`config.mk`:
```
export PLATFORM = sky130hd
export DESIGN_NAME = spi_flash_program_erase_sequencer_flat
export DESIGN_NICKNAME = d
export VERILOG_FILES = /design/src/sv/sfpe_pkg.sv /design/src/sv/sfpe_if.sv /design/src/sv/sfpe_page_rem.sv /design/src/sv/sfpe_decode.sv /design/src/sv/sfpe_burst.sv /design/src/sv/spi_flash_program_erase_sequencer.sv /design/src/flat_wrapper.sv
export SDC_FILE = /design/constraint.sdc
export NUM_CORES = 1
export LEC_CHECK = 0
export BUFFER_PORTS_ARGS = -buffer_cell sky130_fd_sc_hd__buf_2
export CAP_MARGIN = 20
export CORE_ASPECT_RATIO = 1.75
export CORE_MARGIN = 4
export CORE_UTILIZATION = 40
export DETAILED_ROUTE_END_ITERATION = 10
export GPL_ROUTABILITY_DRIVEN = 0
export REMOVE_ABC_BUFFERS = 1
export SETUP_SLACK_MARGIN = 0.02
export SLEW_MARGIN = 20
export SYNTH_ARGS = -nofsm -noshare
export SYNTH_HDL_FRONTEND = slang
export SYNTH_SLANG_ARGS = --single-unit
export TNS_END_PERCENT = 20
```
`constraint.sdc`:
```
create_clock -name clk_i -period 6.2 [get_ports clk_i]
set_input_delay 0.31 -clock clk_i [delete_from_list [all_inputs] [get_ports clk_i]]
set_output_delay 0.31 -clock clk_i [all_outputs]
set_load 0.01 [all_outputs]
```
`src/sv/sfpe_pkg.sv`:
```
// shared types and constants for the spi flash program / erase sequencer
// no dependencies; used by every other file of the block

package sfpe_pkg;

  localparam int unsigned AddrW  = 24;
  localparam int unsigned LenW   = 16;
  localparam int unsigned MaxRes = 7;
  localparam int unsigned CountW = 3;

  // host request codes
  typedef enum logic [1:0] {
    OpProgStart = 2'd0,
    OpProgData  = 2'd1,
    OpErase     = 2'd2,
    OpStatus    = 2'd3
  } op_e;

  typedef enum logic [2:0] {
    PhIdle = 3'b001,
    PhData = 3'b010,
    PhPoll = 3'b100
  } phase_e;

  // flash command bytes
  localparam logic [7:0] CmdWren  = 8'h06;
  localparam logic [7:0] CmdWrdi  = 8'h04;
  localparam logic [7:0] CmdRdsr  = 8'h05;
  localparam logic [7:0] CmdDummy = 8'hFF;
  localparam logic [7:0] CmdPp    = 8'h02;
  localparam logic [7:0] CmdSe    = 8'h20;
  localparam logic [7:0] BusyMask = 8'h01;

  typedef struct packed {
    logic [1:0]       operation;
    logic [AddrW-1:0] address;
    logic [LenW-1:0]  length;
    logic [7:0]       data_byte;
    logic [7:0]       status_byte;
  } item_t;

  typedef struct packed {
    logic [7:0] mosi;
    logic       end_sel;
    logic       reply;
    logic       done;
  } entry_t;

  typedef struct packed {
    entry_t [MaxRes-1:0] entries;
    logic [CountW-1:0]   count;
  } burst_t;

  function automatic entry_t mk_entry(logic [7:0] b, logic e, logic r, logic d);
    entry_t t;
    t.mosi    = b;
    t.end_sel = e;
    t.reply   = r;
    t.done    = d;
    return t;
  endfunction

endpackage

```
`src/sv/sfpe_if.sv`:
```
// valid/ready channel interfaces for host requests and spi byte frames
// depends on sfpe_pkg for field widths

interface sfpe_in_if;
  logic                        valid;
  logic                        ready;
  logic [1:0]                  operation;
  logic [sfpe_pkg::AddrW-1:0]  address;
  logic [sfpe_pkg::LenW-1:0]   length;
  logic [7:0]                  data_byte;
  logic [7:0]                  status_byte;

  modport source (output valid, operation, address, length, data_byte, status_byte,
                  input ready);
  modport sink (input valid, operation, address, length, data_byte, status_byte,
                output ready);
endinterface

interface sfpe_out_if;
  logic       valid;
  logic       ready;
  logic [7:0] mosi_byte;
  logic       end_select;
  logic       reply_expected;
  logic       op_done;
  logic       last;

  modport source (output valid, mosi_byte, end_select, reply_expected, op_done, last,
                  input ready);
  modport sink (input valid, mosi_byte, end_select, reply_expected, op_done, last,
                output ready);
endinterface

```
`src/sv/sfpe_page_rem.sv`:
```
// input register and two-stage page offset pipeline (address mod page size)
// depends on sfpe_pkg

module sfpe_page_rem #(
  parameter int unsigned PAGE_BYTES = 256
) (
  input  logic                                 clk_i,
  input  logic                                 rst_ni,
  input  logic                                 valid_i,
  output logic                                 ready_o,
  input  sfpe_pkg::item_t                      item_i,
  output logic                                 valid_o,
  input  logic                                 ready_i,
  output sfpe_pkg::item_t                      item_o,
  output logic [$clog2(PAGE_BYTES)-1:0]        rem_o
);

  localparam int unsigned AddrW = sfpe_pkg::AddrW;
  localparam int unsigned RemW  = $clog2(PAGE_BYTES);
  localparam int unsigned CntW  = $clog2(PAGE_BYTES + 1);
  localparam int unsigned Recip = (1 << AddrW) / PAGE_BYTES;
  localparam int unsigned RecW  = $clog2(Recip + 1);

  logic v1_q, v2_q, v3_q;
  logic r1, r2, r3;
  sfpe_pkg::item_t it1_q, it2_q, it3_q;
  logic [RecW-1:0] quo_d, quo_q;
  logic [RemW-1:0] rem_d, rem_q;
  logic [AddrW+RecW-1:0] prod;
  logic [RecW+CntW-1:0]  qp;
  logic [RemW:0]         diff;

  assign r3 = !v3_q || ready_i;
  assign r2 = !v2_q || r3;
  assign r1 = !v1_q || r2;
  assign ready_o = r1;

  // quotient estimate by reciprocal, may fall one short
  assign prod  = (AddrW+RecW)'(it1_q.address) * (AddrW+RecW)'(Recip);
  assign quo_d = prod[AddrW+RecW-1:AddrW];

  // remainder lies below twice the page size, one correction
  assign qp   = (RecW+CntW)'(quo_q) * (RecW+CntW)'(PAGE_BYTES);
  assign diff = it2_q.address[RemW:0] - qp[RemW:0];
  always_comb begin
    if (diff >= (RemW+1)'(PAGE_BYTES)) begin
      rem_d = RemW'(diff - (RemW+1)'(PAGE_BYTES));
    end else begin
      rem_d = diff[RemW-1:0];
    end
  end

  always_ff @(posedge clk_i or negedge rst_ni) begin
    if (!rst_ni) begin
      v1_q <= 1'b0;
      v2_q <= 1'b0;
      v3_q <= 1'b0;
    end else begin
      if (r1) v1_q <= valid_i;
      if (r2) v2_q <= v1_q;
      if (r3) v3_q <= v2_q;
    end
  end

  always_ff @(posedge clk_i) begin
    if (r1) it1_q <= item_i;
    if (r2) begin
      it2_q <= it1_q;
      quo_q <= quo_d;
    end
    if (r3) begin
      it3_q <= it2_q;
      rem_q <= rem_d;
    end
  end

  assign valid_o = v3_q;
  assign item_o  = it3_q;
  assign rem_o   = rem_q;

endmodule

```
`src/sv/sfpe_decode.sv`:
```
// command decoder: builds the byte burst and next state for one request
// depends on sfpe_pkg

module sfpe_decode #(
  parameter int unsigned PAGE_BYTES = 256
) (
  input  sfpe_pkg::phase_e                    phase_i,
  input  logic [$clog2(PAGE_BYTES+1)-1:0]     bytes_left_i,
  input  sfpe_pkg::item_t                     item_i,
  input  logic [$clog2(PAGE_BYTES)-1:0]       rem_i,
  output sfpe_pkg::burst_t                    burst_o,
  output sfpe_pkg::phase_e                    phase_o,
  output logic [$clog2(PAGE_BYTES+1)-1:0]     bytes_left_o
);

  localparam int unsigned CntW = $clog2(PAGE_BYTES + 1);
  localparam int unsigned LenW = sfpe_pkg::LenW;

  logic [CntW-1:0] remain;
  logic [CntW-1:0] clipped;
  logic [CntW-1:0] bl_dec;
  logic            clip_zero;
  logic [7:0]      opc;

  // bytes left in the page, never zero
  assign remain  = CntW'(PAGE_BYTES) - CntW'(rem_i);
  assign clipped = (item_i.length > LenW'(remain)) ? remain : item_i.length[CntW-1:0];
  assign clip_zero = (clipped == '0);
  assign bl_dec  = (bytes_left_i != '0) ? bytes_left_i - CntW'(1) : '0;
  assign opc     = (item_i.operation == sfpe_pkg::OpErase) ? sfpe_pkg::CmdSe
                                                           : sfpe_pkg::CmdPp;

  always_comb begin
    burst_o      = '0;
    phase_o      = phase_i;
    bytes_left_o = bytes_left_i;
    unique case (phase_i)
      sfpe_pkg::PhIdle: begin
        if (item_i.operation == sfpe_pkg::OpProgStart ||
            item_i.operation == sfpe_pkg::OpErase) begin
          burst_o.entries[0] = sfpe_pkg::mk_entry(sfpe_pkg::CmdWren, 1'b1, 1'b0, 1'b0);
          burst_o.entries[1] = sfpe_pkg::mk_entry(opc, 1'b0, 1'b0, 1'b0);
          burst_o.entries[2] = sfpe_pkg::mk_entry(item_i.address[23:16], 1'b0, 1'b0, 1'b0);
          burst_o.entries[3] = sfpe_pkg::mk_entry(item_i.address[15:8], 1'b0, 1'b0, 1'b0);
          if (item_i.operation == sfpe_pkg::OpProgStart && !clip_zero) begin
            burst_o.entries[4] = sfpe_pkg::mk_entry(item_i.address[7:0], 1'b0, 1'b0, 1'b0);
            burst_o.count      = sfpe_pkg::CountW'(5);
            phase_o            = sfpe_pkg::PhData;
            bytes_left_o       = clipped;
          end else begin
            // erase, or a program with nothing to send: straight to polling
            burst_o.entries[4] = sfpe_pkg::mk_entry(item_i.address[7:0], 1'b1, 1'b0, 1'b0);
            burst_o.entries[5] = sfpe_pkg::mk_entry(sfpe_pkg::CmdRdsr, 1'b0, 1'b0, 1'b0);
            burst_o.entries[6] = sfpe_pkg::mk_entry(sfpe_pkg::CmdDummy, 1'b1, 1'b1, 1'b0);
            burst_o.count      = sfpe_pkg::CountW'(7);
            phase_o            = sfpe_pkg::PhPoll;
          end
        end
      end
      sfpe_pkg::PhData: begin
        if (item_i.operation == sfpe_pkg::OpProgData) begin
          bytes_left_o = bl_dec;
          if (bl_dec == '0) begin
            burst_o.entries[0] = sfpe_pkg::mk_entry(item_i.data_byte, 1'b1, 1'b0, 1'b0);
            burst_o.entries[1] = sfpe_pkg::mk_entry(sfpe_pkg::CmdRdsr, 1'b0, 1'b0, 1'b0);
            burst_o.entries[2] = sfpe_pkg::mk_entry(sfpe_pkg::CmdDummy, 1'b1, 1'b1, 1'b0);
            burst_o.count      = sfpe_pkg::CountW'(3);
            phase_o            = sfpe_pkg::PhPoll;
          end else begin
            burst_o.entries[0] = sfpe_pkg::mk_entry(item_i.data_byte, 1'b0, 1'b0, 1'b0);
            burst_o.count      = sfpe_pkg::CountW'(1);
          end
        end
      end
      sfpe_pkg::PhPoll: begin
        if (item_i.operation == sfpe_pkg::OpStatus) begin
          if ((item_i.status_byte & sfpe_pkg::BusyMask) != 8'h00) begin
            burst_o.entries[0] = sfpe_pkg::mk_entry(sfpe_pkg::CmdRdsr, 1'b0, 1'b0, 1'b0);
            burst_o.entries[1] = sfpe_pkg::mk_entry(sfpe_pkg::CmdDummy, 1'b1, 1'b1, 1'b0);
            burst_o.count      = sfpe_pkg::CountW'(2);
          end else begin
            burst_o.entries[0] = sfpe_pkg::mk_entry(sfpe_pkg::CmdWrdi, 1'b1, 1'b0, 1'b1);
            burst_o.count      = sfpe_pkg::CountW'(1);
            phase_o            = sfpe_pkg::PhIdle;
            bytes_left_o       = '0;
          end
        end
      end
      default: ;
    endcase
  end

endmodule

```
`src/sv/sfpe_burst.sv`:
```
// result register: holds one byte burst and hands it out one frame per transfer
// depends on sfpe_pkg and sfpe_out_if

module sfpe_burst (
  input  logic              clk_i,
  input  logic              rst_ni,
  input  logic              load_valid_i,
  output logic              load_ready_o,
  input  sfpe_pkg::burst_t  burst_i,
  sfpe_out_if.source        rsp
);

  logic                            busy_q;
  logic [sfpe_pkg::CountW-1:0]     idx_q;
  logic [sfpe_pkg::CountW-1:0]     count_q;
  sfpe_pkg::entry_t [sfpe_pkg::MaxRes-1:0] entries_q;
  logic xfer, at_last, load;
  sfpe_pkg::entry_t cur;

  assign cur     = entries_q[idx_q];
  assign at_last = (idx_q == count_q - sfpe_pkg::CountW'(1));
  assign xfer    = busy_q && rsp.ready;
  assign load_ready_o = !busy_q || (xfer && at_last);
  assign load    = load_valid_i && load_ready_o;

  always_ff @(posedge clk_i or negedge rst_ni) begin
    if (!rst_ni) begin
      busy_q <= 1'b0;
      idx_q  <= '0;
    end else if (load) begin
      busy_q <= (burst_i.count != '0);
      idx_q  <= '0;
    end else if (xfer) begin
      busy_q <= !at_last;
      idx_q  <= idx_q + sfpe_pkg::CountW'(1);
    end
  end

  always_ff @(posedge clk_i) begin
    if (load) begin
      entries_q <= burst_i.entries;
      count_q   <= burst_i.count;
    end
  end

  assign rsp.valid          = busy_q;
  assign rsp.mosi_byte      = cur.mosi;
  assign rsp.end_select     = cur.end_sel;
  assign rsp.reply_expected = cur.reply;
  assign rsp.op_done        = cur.done;
  assign rsp.last           = at_last;

endmodule

```
`src/sv/spi_flash_program_erase_sequencer.sv`:
```
// top level of the spi flash program / erase sequencer
// depends on sfpe_pkg, sfpe_if, sfpe_page_rem, sfpe_decode and sfpe_burst

// A request is taken into an input register, passes two stages that work out its
// offset within the flash page, and is then decoded against the sequencer state
// into a burst of one to seven spi byte frames (or none, when the request does not
// fit the current phase). The burst sits in the result register and leaves one frame
// per output transfer, so a request occupies the output for as many transfers as it
// has frames. The three pipeline registers keep taking requests while the result
// register drains and stall the input once they are full. A request that gives no
// frame is still loaded into the result register but sends nothing. A request passes
// the input register, both offset stages and the result register before its first
// frame. The sustained rate is set by the output port: one frame per cycle while ready.

module spi_flash_program_erase_sequencer #(
  parameter int unsigned PAGE_BYTES = 256
) (
  input  logic        clk_i,
  input  logic        rst_ni,
  sfpe_in_if.sink     req_i,
  sfpe_out_if.source  rsp_o
);

  localparam int unsigned RemW = $clog2(PAGE_BYTES);
  localparam int unsigned CntW = $clog2(PAGE_BYTES + 1);

  sfpe_pkg::item_t  item_in, item_dec;
  sfpe_pkg::burst_t burst;
  sfpe_pkg::phase_e phase_q, phase_d;
  logic [CntW-1:0]  bytes_left_q, bytes_left_d;
  logic [RemW-1:0]  rem;
  logic             dec_valid, load_ready, adv;

  assign item_in.operation   = req_i.operation;
  assign item_in.address     = req_i.address;
  assign item_in.length      = req_i.length;
  assign item_in.data_byte   = req_i.data_byte;
  assign item_in.status_byte = req_i.status_byte;

  sfpe_page_rem #(.PAGE_BYTES(PAGE_BYTES)) u_rem (
    .clk_i   (clk_i),
    .rst_ni  (rst_ni),
    .valid_i (req_i.valid),
    .ready_o (req_i.ready),
    .item_i  (item_in),
    .valid_o (dec_valid),
    .ready_i (load_ready),
    .item_o  (item_dec),
    .rem_o   (rem)
  );

  sfpe_decode #(.PAGE_BYTES(PAGE_BYTES)) u_dec (
    .phase_i      (phase_q),
    .bytes_left_i (bytes_left_q),
    .item_i       (item_dec),
    .rem_i        (rem),
    .burst_o      (burst),
    .phase_o      (phase_d),
    .bytes_left_o (bytes_left_d)
  );

  sfpe_burst u_burst (
    .clk_i        (clk_i),
    .rst_ni       (rst_ni),
    .load_valid_i (dec_valid),
    .load_ready_o (load_ready),
    .burst_i      (burst),
    .rsp          (rsp_o)
  );

  // state moves on only when the decoded burst is handed over
  assign adv = dec_valid && load_ready;

  always_ff @(posedge clk_i or negedge rst_ni) begin
    if (!rst_ni) begin
      phase_q      <= sfpe_pkg::PhIdle;
      bytes_left_q <= '0;
    end else if (adv) begin
      phase_q      <= phase_d;
      bytes_left_q <= bytes_left_d;
    end
  end

  a_data_has_bytes : assert property (@(posedge clk_i) disable iff (!rst_ni)
    phase_q == sfpe_pkg::PhData |-> bytes_left_q != '0)
    else $error("data phase with no bytes left");

  a_bytes_in_page : assert property (@(posedge clk_i) disable iff (!rst_ni)
    bytes_left_q <= CntW'(PAGE_BYTES))
    else $error("byte count beyond page size");

  a_done_is_final : assert property (@(posedge clk_i) disable iff (!rst_ni)
    rsp_o.valid && rsp_o.op_done |-> rsp_o.end_select && rsp_o.last)
    else $error("completion frame not final");

  a_done_to_idle : assert property (@(posedge clk_i) disable iff (!rst_ni)
    rsp_o.valid && rsp_o.op_done |-> phase_q == sfpe_pkg::PhIdle)
    else $error("completion sent while not idle");

  a_drain_empties : assert property (@(posedge clk_i) disable iff (!rst_ni)
    rsp_o.valid && rsp_o.ready && rsp_o.last && !dec_valid |=> !rsp_o.valid)
    else $error("frames after the last of a burst");

endmodule

```
`src/flat_wrapper.sv`:
```
// flat-port wrapper written by rule: the top's interface ports become plain ports
module spi_flash_program_erase_sequencer_flat 
#(
  parameter int unsigned PAGE_BYTES = 256
)
  (clk_i, rst_ni, req_i_valid, req_i_operation, req_i_address, req_i_length, req_i_data_byte, req_i_status_byte, req_i_ready, rsp_o_valid, rsp_o_mosi_byte, rsp_o_end_select, rsp_o_reply_expected, rsp_o_op_done, rsp_o_last, rsp_o_ready);
  sfpe_in_if req_i_i ();
  sfpe_out_if rsp_o_i ();
  input  logic clk_i;
  input  logic rst_ni;
  input wire logic [$bits(req_i_i.valid)-1:0] req_i_valid;
  input wire logic [$bits(req_i_i.operation)-1:0] req_i_operation;
  input wire logic [$bits(req_i_i.address)-1:0] req_i_address;
  input wire logic [$bits(req_i_i.length)-1:0] req_i_length;
  input wire logic [$bits(req_i_i.data_byte)-1:0] req_i_data_byte;
  input wire logic [$bits(req_i_i.status_byte)-1:0] req_i_status_byte;
  output wire logic [$bits(req_i_i.ready)-1:0] req_i_ready;
  output wire logic [$bits(rsp_o_i.valid)-1:0] rsp_o_valid;
  output wire logic [$bits(rsp_o_i.mosi_byte)-1:0] rsp_o_mosi_byte;
  output wire logic [$bits(rsp_o_i.end_select)-1:0] rsp_o_end_select;
  output wire logic [$bits(rsp_o_i.reply_expected)-1:0] rsp_o_reply_expected;
  output wire logic [$bits(rsp_o_i.op_done)-1:0] rsp_o_op_done;
  output wire logic [$bits(rsp_o_i.last)-1:0] rsp_o_last;
  input wire logic [$bits(rsp_o_i.ready)-1:0] rsp_o_ready;
  assign req_i_i.valid = req_i_valid;
  assign req_i_i.operation = req_i_operation;
  assign req_i_i.address = req_i_address;
  assign req_i_i.length = req_i_length;
  assign req_i_i.data_byte = req_i_data_byte;
  assign req_i_i.status_byte = req_i_status_byte;
  assign req_i_ready = req_i_i.ready;
  assign rsp_o_valid = rsp_o_i.valid;
  assign rsp_o_mosi_byte = rsp_o_i.mosi_byte;
  assign rsp_o_end_select = rsp_o_i.end_select;
  assign rsp_o_reply_expected = rsp_o_i.reply_expected;
  assign rsp_o_op_done = rsp_o_i.op_done;
  assign rsp_o_last = rsp_o_i.last;
  assign rsp_o_i.ready = rsp_o_ready;
  spi_flash_program_erase_sequencer #(.PAGE_BYTES(PAGE_BYTES)) u_core (.clk_i(clk_i), .rst_ni(rst_ni), .req_i(req_i_i), .rsp_o(rsp_o_i));
endmodule
```
# After elaboration in Yosys (flattened, before gate mapping)

Cells that the tools add are included.

$add $sub $neg: 6
$mul: 0
Div/mod/pow operators: 0
Order comparisons: 3
Equality and inequality tests: 13
Shift operators: 0
Mux-type cells: 35
Bitwise logic cells: 0
Reductions and logical operators: 25

Operators with widths:

| cell                  | count |
|---|---|
| $pmux W25 S3          | 1 |
| $mux W36              | 2 |
| $mux W9               | 7 |
| $mux W22              | 2 |
| $bmux W11 S3          | 1 |
| $mux W3               | 9 |
| $pmux W9 S3           | 1 |
| $mux W25              | 1 |
| $mux W11              | 2 |
| $pmux W11 S2          | 1 |
| $logic_not A9 Y1      | 2 |
| $gt A16 B9 Y1         | 1 |
| $reduce_and A7 Y1     | 2 |
| $mux W6               | 2 |
| $ne A2 B2 Y1 const B  | 6 |
| $ge A9 B9 Y1 const B  | 1 |
| $pmux W3 S3           | 1 |
| $reduce_bool A9 Y1    | 1 |
| $sub A9 B1 Y9 const B | 1 |
| $sub A9 B8 Y9 const A | 1 |
| $sub A9 B9 Y9         | 1 |
| $mux W8               | 1 |
| $sub A8 B1 Y8 const B | 1 |
| $mux W7               | 1 |
| 18 further kinds      | 33 |

Bits in registers: 261
Latch bits: 0
Memory bits (writable): 0
Memory bits (read-only): 0
Output and inout bits: 14
Logic and storage cells: 135
Memories kept: 0

# Logic depth before layout (Yosys ltp)

Word-level depth: 11
Mapped depth: 14

# By module

A second synthesis with hierarchy kept.

Cells, all modules: 693
Area, all modules: 11203.2 sq um

Modules (own cells, without submodules):

| module                            | instances | cells each | area an instance (sq um) |
|---|---|---|---|
| sfpe_page_rem                     | 1         | 192        | 5411.4 |
| sfpe_burst                        | 1         | 177        | 3352.0 |
| sfpe_decode                       | 1         | 298        | 1948.1 |
| spi_flash_program_erase_sequencer | 1         | 26         | 491.7 |

# Worst setup path after synthesis

OpenSTA, ideal clock, no wires.

Path type: register to register
Start point: reg u_core.u_burst.count_q[0] (netlist name)
End point: reg u_core.bytes_left_q[0]
Library setup time: 0.125 ns
Data arrival time: 4.573 ns
Slack: 1.502 ns
Stages on the path, launching flop included: 12
Buffers on the path: 2
Clock period less this slack: 4.698 ns
Cells stage by stage: edfxtp_1 > inv_1 > ha_1 > xor3_1 > nor3_1 > a21boi_0 > nor2_1 > and2_2 > clkbuf_1 > o21a_1 > buf_6 > mux2_4

Word-level cells in the longest chain between the ends: 6

RTL lines:

| item                               | RTL line                                | RTL |
|---|---|---|
| start, declared                    | sfpe_burst.sv:15                        | `logic [sfpe_pkg::CountW-1:0] count_q;` |
| start signal, assigned             | sfpe_burst.sv:42                        | `count_q <= burst_i.count;` |
| $sub A3 B1 Y3                      | sfpe_burst.sv:21                        | `assign at_last = (idx_q == count_q - sfpe_pkg::CountW'(1));` |
| $eq A3 B3 Y1                       | sfpe_burst.sv:21                        |  |
| net rsp_o_last                     | flat_wrapper.sv:23                      | `output wire logic [$bits(rsp_o_i.last)-1:0] rsp_o_last;` |
| $logic_and A1 B1 Y1                | sfpe_burst.sv:23                        | `assign load_ready_o = !busy_q \|\| (xfer && at_last);` |
| $logic_or A1 B1 Y1                 | sfpe_burst.sv:23                        |  |
| $logic_and A1 B1 Y1                | spi_flash_program_erase_sequencer.sv:72 | `assign adv = dec_valid && load_ready;` |
| net u_core.adv                     | spi_flash_program_erase_sequencer.sv:32 | `logic dec_valid, load_ready, adv;` |
| $reduce_and A7 Y1 (no source line) | n/a                                     |  |
| end signal, assigned               | spi_flash_program_erase_sequencer.sv:80 | `bytes_left_q <= bytes_left_d;` |
| end, declared                      | spi_flash_program_erase_sequencer.sv:30 | `logic [CntW-1:0] bytes_left_q, bytes_left_d;` |

The timed path passes the listed nets, and every way through them passes these cells.
A chain may end at the register's enable or synchronous reset.

==> impl_metrics.tcl <==
set metrics [dict create \
    p_leak_nw 4.06 \
    cts_tree "yes" \
    layout.core_utilization_pct 49.0 \
    syn_area_per_cell_um2 15.5 \
    final.setup_skew_ns 0.0121 \
    final.min_clock_period_ns 4.34 \
    detailedRoute.firstIterationViolations 156 \
    max-vdd-ir-drop_mv 0.255 \
    crit_share_post_route_pct 70.1 \
    finalMaxSlewViolations 0 \
    max_slew_margin_pct 27.0 \
    path_max_fanout 13 \
    detail_route.wl_per_cell_um 15.3 \
    route.detailed.vias_per_inst 5.03 \
    dpl-instance-area_um2 9110 \
    h-tree-depth 1 \
    final.fill_count 1725 \
    clock-sinks 215 \
    number_of_antenna_violations_at_the_first_check_in_global_routing 0 \
    tightest_pin_transition_ns 1.09 \
    switching_power_mw 0.544 \
    grt_overflow_total 0 \
    yosysSeqAreaShare_pct 74.8 \
    grt_pass1_wl_mm 23.8 \
    switching_share_pct 18.9 \
    floorplan.die_area_um2 23800 \
    grt_setup_unrepaired "no" \
    finalSetupViolCount 0 \
    max_clock_freq_ghz 0.230 \
    resized_gates_after_cts 0 \
    required_ns 6.56 \
    start_util_pct 40.7 \
    yosysUniqueCellTypes 55 \
    end_of_the_worst_hold_path "u_core.u_rem.v1_q" \
    timing.critical_path.from_type "flip-flop" \
    synthesized_cell_area_um2 8510 \
    stdcell_area_um2 10300 \
    hold_class "primary input to flip-flop" \
    synth.yosys.warnings 0 \
    crit_slowest_cell "or4_4" \
    setup_total_negative_slack_ns 0 \
    routed-via-count 4716 \
    timing.final.hold_violations 0 \
    seq_power_share_pct 57.6 \
    grt_pass1_vias 4867 \
    root_buffer "clkbuf_16" \
    number_of_cells_on_the_worst_reg_to_reg_path 12 \
    diodes 0 \
    layout_commonest_cell "edfxtp_1" \
    maxCapViolCount 0 \
    postSynth.topFlopCell "edfxtp_1" \
    synthCells 548 \
    drt_wl_total_mm 14.4 \
    critical-path-max-stage-delay_ns 0.59 \
    io_pins 76 \
    start_point_of_the_worst_min_delay_path "req_i_valid" \
    placeableCoreArea_um2 20900 \
    layout_overhead_on_the_synthesized_area_pct 20.6 \
    async_flop_share_pct 8.84 \
    crit_path_end_kind "flip-flop" \
    number_of_port_buffers 68 \
    tritoncts.num_buffers 20 \
    die_y_um 201 \
    detailedRoute.firstPassIterationCount 4 \
    grt_max_degree 53 \
    result_of_the_run "finished, final reports clean" \
    synth.ff_latch_count 215 \
    hpwl_reported_at_the_end_of_detailed_placement_mm 9.82 \
    commonest_non_fill_non_tap_cells_in_the_layout "edfxtp_1, buf_2, dlygate4sd3_1" \
    fp-row-count 70 \
    finish.net_count 746 \
    post_layout_worst_setup_margin_ns 1.86 \
    power_frac_clock_pct 39.4 \
    synth_enable_flop_cells 196 \
    timing.hold.worst_path_depth 2 \
    clkTransAtPathRegs_ns 0.06 \
    reg2reg_setup_slack_ns 1.86 \
    worstReg2RegEnd "u_core.bytes_left_q[5]" \
    post-route-drc-count 0 \
    clk-insertion-delay-late_ns 0.49 \
    cts_max_path_buffers 3 \
    power_report.internal_total_mw 2.33 \
    overall_global_routing_usage_pct 12.2 \
    power.combinational.fraction_pct 3.0 \
    cp.arrival_ns 4.70 \
    crit_path_cell_trace "or4_4 > nor4_1 > xor2_1 > ha_1 > a21o_1 > a2111oi_0 > nand2_1 > o21ai_0 > buf_4 > o211a_4 > o21a_1 > mux2_4" \
    placement.setup.worst_slack_ns 1.92 \
    layout-drive-gt1-share_pct 17.8 \
    drt.antenna.violating_nets 0 \
    die_width_um 118 \
    r2r_start "u_core.u_rem.item_o[34]" \
    worst-setup-path-type "flip-flop to flip-flop" \
    power_density_nw_per_um2 280 \
]
worst max path at each step:
stage                                       start                     end  depth (start not counted)
after floorplan           u_core.u_burst.idx_q[2]  u_core.bytes_left_q[0]                          7
after global placement    u_core.u_rem.item_o[34]  u_core.bytes_left_q[5]                         12
after detailed placement  u_core.u_rem.item_o[34]  u_core.bytes_left_q[0]                         12
after CTS                 u_core.u_rem.item_o[34]  u_core.bytes_left_q[5]                         12
after global routing      u_core.u_rem.item_o[34]  u_core.bytes_left_q[5]                         12
final                     u_core.u_rem.item_o[34]  u_core.bytes_left_q[5]                         12
Yosys cell counts, types with 5 or more instances:
master / n / area (um2)
a21oi_1: 20 / 100
nor4_1: 6 / 37.5
o21ai_0: 23 / 115
xnor2_1: 7 / 61.3
nor3_1: 13 / 65.1
clkbuf_1: 19 / 71.3
and2_1: 20 / 125
nand3_1: 11 / 55.1
nor2b_1: 6 / 37.5
mux2i_1: 14 / 140
or3_1: 5 / 31.3
ha_1: 13 / 163
a21o_1: 15 / 113
nand2_1: 28 / 105
o21a_1: 9 / 67.6
o221ai_1: 5 / 43.8
o22ai_1: 8 / 50.1
edfxtp_1: 196 / 5890
inv_1: 20 / 75.1
dfrtp_1: 18 / 450
nand2b_1: 10 / 62.6
nor2_1: 22 / 82.6
power by group through the flow:
stage,Combinational (mW),Clock [mW],Sequential (mW)
3_3_place_gp,0.0603,0,1.68
2_1_floorplan,0.0324,0,1.68
3_5_place_dp,0.0626,0,1.69
6_report,0.0873,1.13,1.65
4_1_cts,0.0874,1.17,1.65
5_1_grt,0.0982,1.22,1.66
layout make-up:
type / instances / area (um2) / area share, %
inverter: 20 / 75.1 / 0.732
clock inverter: 9 / 48.8 / 0.476
tap: 252 / 315 / 3.07
timing repair buffer: 123 / 883 / 8.61
clock buffer: 27 / 568 / 5.54
sequential: 215 / 6360 / 62.0
multi-input combinational: 291 / 2010 / 19.6
registers in the layout, indices dropped and copies added, names as in the netlist:
signal                    flops
u_core.bytes_left_q           9
u_core.u_rem.v2_q             1
u_core.u_rem.it2_q           51
u_core.u_burst.rsp.valid      1
u_core.u_rem.valid_o          1
u_core.u_rem.item_o          51
u_core.u_burst.count_q        3
u_core.phase_q                3
u_core.u_rem.v1_q             1
u_core.u_burst.idx_q          3
u_core.u_burst.entries_q     40
u_core.u_rem.it1_q           51
worst max-delay path, delay by kind of cell (launching register included):
kind | cells | cell delay (ns)
buffers and inverters | 1 | 0.23
AOI/OAI and AO/OA | 5 | 1.53
adders and majority gates | 1 | 0.32
and+or+nand+nor | 3 | 0.98
xor gates and xnor gates | 1 | 0.33
muxes | 1 | 0.34
DFF | 1 | 0.47
layer usage:
layer  global-route usage (%)  part of all wire (%)  vias to the layer above
li1                         -                     -                     2332
met1                     14.0                    40                     2229
met2                     22.1                    52                      119
met3                     1.92                   3.8                       36
met4                     5.62                   3.4                        0
met5                        0                     0                        -
cells by family after synthesis:
| group | after synthesis | share of synthesized area [%] |
|---|---|---|
| compound gates | 102 | 8.13 |
| xor+xnor | 11 | 1.31 |
| fa+ha+maj | 13 | 1.91 |
| buf+inv | 42 | 1.96 |
| flops | 215 | 74.8 |
| mux | 19 | 2.71 |
| simple gates | 146 | 9.22 |
stage by stage:
stage                     cells  hold WS (ns)  total power, mW
final                       937        0.0254             2.87
after global routing        937        0.0172             2.98
after CTS                   936       0.00276             2.91
after detailed placement    849         0.298             1.75
after global placement      849         0.288             1.74
after floorplan             526        0.0144             1.71
what timing repair did:
item	4_1_cts	5_1_grt
endpoints found under the hold margin	68	1
hold buffers	51	1
setup buffers	0	0
setup endpoints to repair	0	0
No activity file was read; power rests on OpenSTA's default activity.
